[src/rtl/bfi_ram.sv]
// Generic single-port-write, single-read RAM with registered read data.
// No dependencies.
module bfi_ram #(
	parameter int unsigned WIDTH = 8,
	parameter int unsigned DEPTH = 256
) (
	input  logic                     clk,
	input  logic                     we,
	input  logic [$clog2(DEPTH)-1:0] waddr,
	input  logic [WIDTH-1:0]         wdata,
	input  logic [$clog2(DEPTH)-1:0] raddr,
	output logic [WIDTH-1:0]         rdata
);
	logic [WIDTH-1:0] mem [DEPTH];

	always_ff @(posedge clk) begin
		if (we) begin
			mem[waddr] <= wdata;
		end
		rdata <= mem[raddr];
	end
endmodule

[config.mk]
export PLATFORM = sky130hd
export DESIGN_NAME = bfi_ram
export DESIGN_NICKNAME = d
export VERILOG_FILES = /design/src/rtl/bfi_ram.sv
export SDC_FILE = /design/constraint.sdc
export NUM_CORES = 2
export LEC_CHECK = 0
export BUFFER_PORTS_ARGS = -buffer_cell sky130_fd_sc_hd__buf_2
export CELL_PAD_IN_SITES_DETAIL_PLACEMENT = 0
export CELL_PAD_IN_SITES_GLOBAL_PLACEMENT = 2
export CORE_AREA = 2 2 384 386
export DETAILED_ROUTE_END_ITERATION = 10
export DIE_AREA = 0 0 386 388
export GPL_TIMING_DRIVEN = 0
export PLACE_DENSITY = 0.84
export SLEW_MARGIN = 0
export SYNTH_ARGS = -nofsm -noshare
export SYNTH_HDL_FRONTEND = slang
export SYNTH_SLANG_ARGS = --single-unit
[constraint.sdc]
create_clock -name clk -period 4.8 [get_ports clk]
set_clock_uncertainty 0.2 [all_clocks]
set_input_delay 0.48 -clock clk [delete_from_list [all_inputs] [get_ports clk]]
set_output_delay 0.48 -clock clk [all_outputs]
set_load 0.02 [all_outputs]
* Yosys cells after proc, flatten, opt, wreduce, memory -nomap -nowiden *
Memories as Yosys holds them, arrays and structs flattened. A register that Yosys moved wholly into a read port is not among the register bits.
Index checks and enable logic that the tools add are counted.

word-level totals
  register bits = 0
  bits in writable memories = 2048
  input bits = 26
  memories kept = 1
  output and inout bits = 8

operators by class
  multiplexer cells = 2

memories
  name  words  bits a word  read ports  clocked after Yosys merged registers in  wr ports  RTL line  source
  mem   256    8            1           1                                        1         14        logic [WIDTH-1:0] mem [DEPTH];

operator list
  operator          number
  2-to-1 mux 1 bit  2

* Depth between registers and ports, before layout *
  depth in word-level cells = 2
  mapped depth = 11
  depth with buffers taken out = 6

* Worst setup path after synthesis *
OpenSTA, ideal clock, no wires.

  path type = in2reg
  from = input raddr[0]
  to = register rdata[2], read port of mem
  path buffers = 4
  arrival = 2.287 ns
  data required time = 4.469 ns
  stages on the path = 9
  setup time = 0.131 ns
  setup slack = 2.182 ns
  cells stage by stage = buf_6 > buf_12 > buf_8 > buf_2 > mux4_2 > a22oi_1 > a21oi_1 > nor4_1 > nor4_2

RTL lines
  item             RTL line  source
  start, declared  11        input logic [$clog2(DEPTH)-1:0] raddr,
  end, declared    12        output logic [WIDTH-1:0] rdata

==> impl_metrics.csv <==
group,metric,value,unit
run_status,status,"complete, but fails checks",
run_status,violations,"capacitance limit, slew limit, setup timing",
logic_synthesis,synth_top_cell_by_area,"edfxtp_1",
setup_path,crit_fanout,10,
route,vias,41600,
timing,period_needed,4.96,ns
cts,cts_made_buffers,199,
setup_path,critPathKind,"in2reg",
global_route,grt_overflow,0,
route,vias_per_cell,6.85,
logic_synthesis,synth_nets,3759,
cts,cts-htree-levels,4,
global_route,met1_usage,44.5,%
cts,cts_buffer_depth,3,
cts,numClockSinks,2056,
timing,setup_viol,1,
final_layout,nets,4007,
final_layout,final_common_cell,"edfxtp_1",
pwr,power.internal,0.0292,W
logic_synthesis,synth_top_area_share,77.3,%
cts,cts_tree,"built",
pwr,power,0.0374,W
cts,cts_repair_resize_count,0,
hold_path,hold_path_class,"in2reg",
timing,max_freq,202,MHz
cts,cts_root_buffer,"clkbuf_16",
pwr,p_switching,0.00821,W
die,io_pins,34,
cts,clk_pin_slew,0.06,ns
die,rows,140,
route,route.detailed.wl_per_inst,38.4,µm
timing,setup_slack,-0.159,ns
logic_synthesis,yosysSeqAreaShare,77.5,%
global_route,grt_first_pass_wirelength,317000,µm
global_route,grtUsageMet2,46.5,%
global_route,antenna_found_initial,19,
placed_design,io_buffers,26,
global_route,grt_max_degree,158,
global_route,grt_util_all_layers,31.4,%
final_layout,multi_input_area,0.0165,mm²
setup_path,worst_ep_required_time,5.20,ns
final_layout,fillerInstances,9965,
placed_design,dpl.hpwl,153000,µm
timing,slew_headroom,-5.39,%
global_route,grt_pass1_vias,39800,
pwr,p_seq_share,52.9,%
route,drt_first_pass_iters,5,
route,drt-initial-drc-count,6750,
logic_synthesis,avgSynthCellArea,21.3,µm²
timing,fin_crit_sh,103,%
pwr,p_sw_share,21.9,%
route,drtAntennaViolNets,0,
route,totalWireLength,233000,µm
logic_synthesis,syn_inst,3733,
timing,hold_ws,0.00649,ns
setup_path,worstSetupStartpointType,"primary input",
timing,slew_violations,13,
setup_path,crit_path_cell_trace,"buf_2, buf_2, and2_1, buf_1, clkbuf_1, a22oi_1, a21oi_1, nor4_1, nor4_1",
logic_synthesis,synth-seq-cells,2056,
setup_path,cp_slowest_cell,"nor4_1",
logic_synthesis,netlist_area,0.0796,mm²
setup_path,crit_path_end_kind,"flip-flop",
pwr,power.leakage,27.4,nW
final_layout,drive_gt1_share,21.8,%
placed_design,gp_congestion,0.932,
logic_synthesis,synth_cell_types,55,
logic_synthesis,synth_flop_cell,"edfxtp_1",
setup_path,worst-endpoint-arrival,5.36,ns
final_layout,seq_area,0.0617,mm²
cts,clock_latency,0.86,ns
die,die_area,0.150,mm²
global_route,grt.busiest_layer,"met2",
die,core-area,0.145,mm²
pwr,p_comb_share,5.6,%
global_route,grtUsageMet3,8.41,%
pwr,pwr-share-clk,41.5,%
route,drcViolationCount,0,
logic_synthesis,synth-async-reset-ratio,0,%
die,die_width,386,µm
pwr,powerDensity,420,mW/mm²
logic_synthesis,synthTopCellsByArea,"edfxtp_1 (77%), mux4_2 (13%), mux2i_1 (1.7%), nor2_1 (1.3%), a22oi_1 (1.3%)",
die,die_h,388,µm
setup_path,cpPeakStageDelay,1.22,ns
pwr,irDropWorstVdd,0.000372,V
run,cap_violations,3,
logic_synthesis,synth-edff-count,2048,
timing,rsz0062_at_grt,"no",
final_layout,final_cell_mix,"edfxtp_1 (2048), mux4_2 (454), nor2_1 (282)",
timing,worst_pin_slew,1.58,ns
timing,hold_viol_final,0,
logic_synthesis,synth_warnings,0,
setup_path,path_buf_inv,4,
setup_path,cp_top_family,"buffers and inverters",
final_layout,areaGrowthSynthToFinish,11.9,%
die,start_util,54.8,%
area by class of cell:
| type | count | share of cell area [%] |
|---|---|---|
| sequential | 2056 | 69.3 |
| antenna | 5 | 0.0141 |
| tap | 1917 | 2.70 |
| timing repair buffer | 47 | 0.650 |
| clock inverter | 117 | 1.29 |
| buffer | 233 | 1.66 |
| clock buffer | 253 | 5.90 |
| multi-input combinational | 1442 | 18.5 |
| inverter | 2 | 0.00844 |
metrics by stage:
stage	TNS [ns]	utilization (%)	cell area [µm²]	setup slack, ns	instances
after floorplan	0	-	79600	2.18	3733
after global placement	-196.78	56.5	82100	-1.10	5676
after detailed placement	-2.24	56.8	82500	-0.447	5690
after CTS	0	61.3	89000	0.398	6066
after global routing	0	61.3	89000	0.0782	6067
final	-0.159	61.3	89000	-0.159	6072
cells by family after synthesis:
kind of cell | Yosys count | share of synthesized area [%]
AO/OA/AOI/OAI | 385 | 3.42
buffers and inverters | 235 | 1.83
flip-flops | 2056 | 77.5
multiplexers | 591 | 14.6
AND/OR/NAND/NOR | 466 | 2.63
registers in the layout, summed over array words and instances (netlist names):
name   flops
mem     2048
rdata      8
synthesized netlist by cell type (all sizes together) (16+ instances only):
master and instances:
nor4 27, nand3 34, mux2i 134, a22oi 133
a21oi 96, mux4 456, clkbuf 111, a211oi 16
nand2 33, buf 122, o221ai 47, edfxtp 2048
nor2 282, nor2b 31, o22ai 28, nor3 22
power groups by stage:
stage / Combinational, W / Clock (W) / Sequential (W)
after floorplan: 0.000961 / 0 / 0.0202
after global placement: 0.00197 / 0 / 0.0203
after detailed placement: 0.00204 / 0 / 0.0202
after CTS: 0.00205 / 0.0155 / 0.0198
after global routing: 0.00213 / 0.0162 / 0.0198
final: 0.00209 / 0.0155 / 0.0198
what timing repair did:
item | CTS | global route
hold buffers | 6 | 0
setup buffers | 0 | 0
hold endpoints to repair | 188 | 0
path summary, 6_finish.rpt:
| path | startpoint | end | slack, ns | cells past startpoint |
|---|---|---|---|---|
| max | raddr[2] | rdata[4] | -0.16 | 9 |
| min | wdata[5] | mem[140][5] | 0.006 | 1 |
| max reg2reg | mem[141][4] | rdata[4] | 0.78 | 6 |
| min reg2reg | mem[104][1] | rdata[1] | 1.17 | 6 |
metal layers:
metal  vias up  part of all wire (%)
li1      16200                     -
met1     21900                    37
met2      2899                    46
met3       488                    12
met4        18                   4.8
met5         -                 0.052
Note: power is estimated with default switching activity, not from simulation.
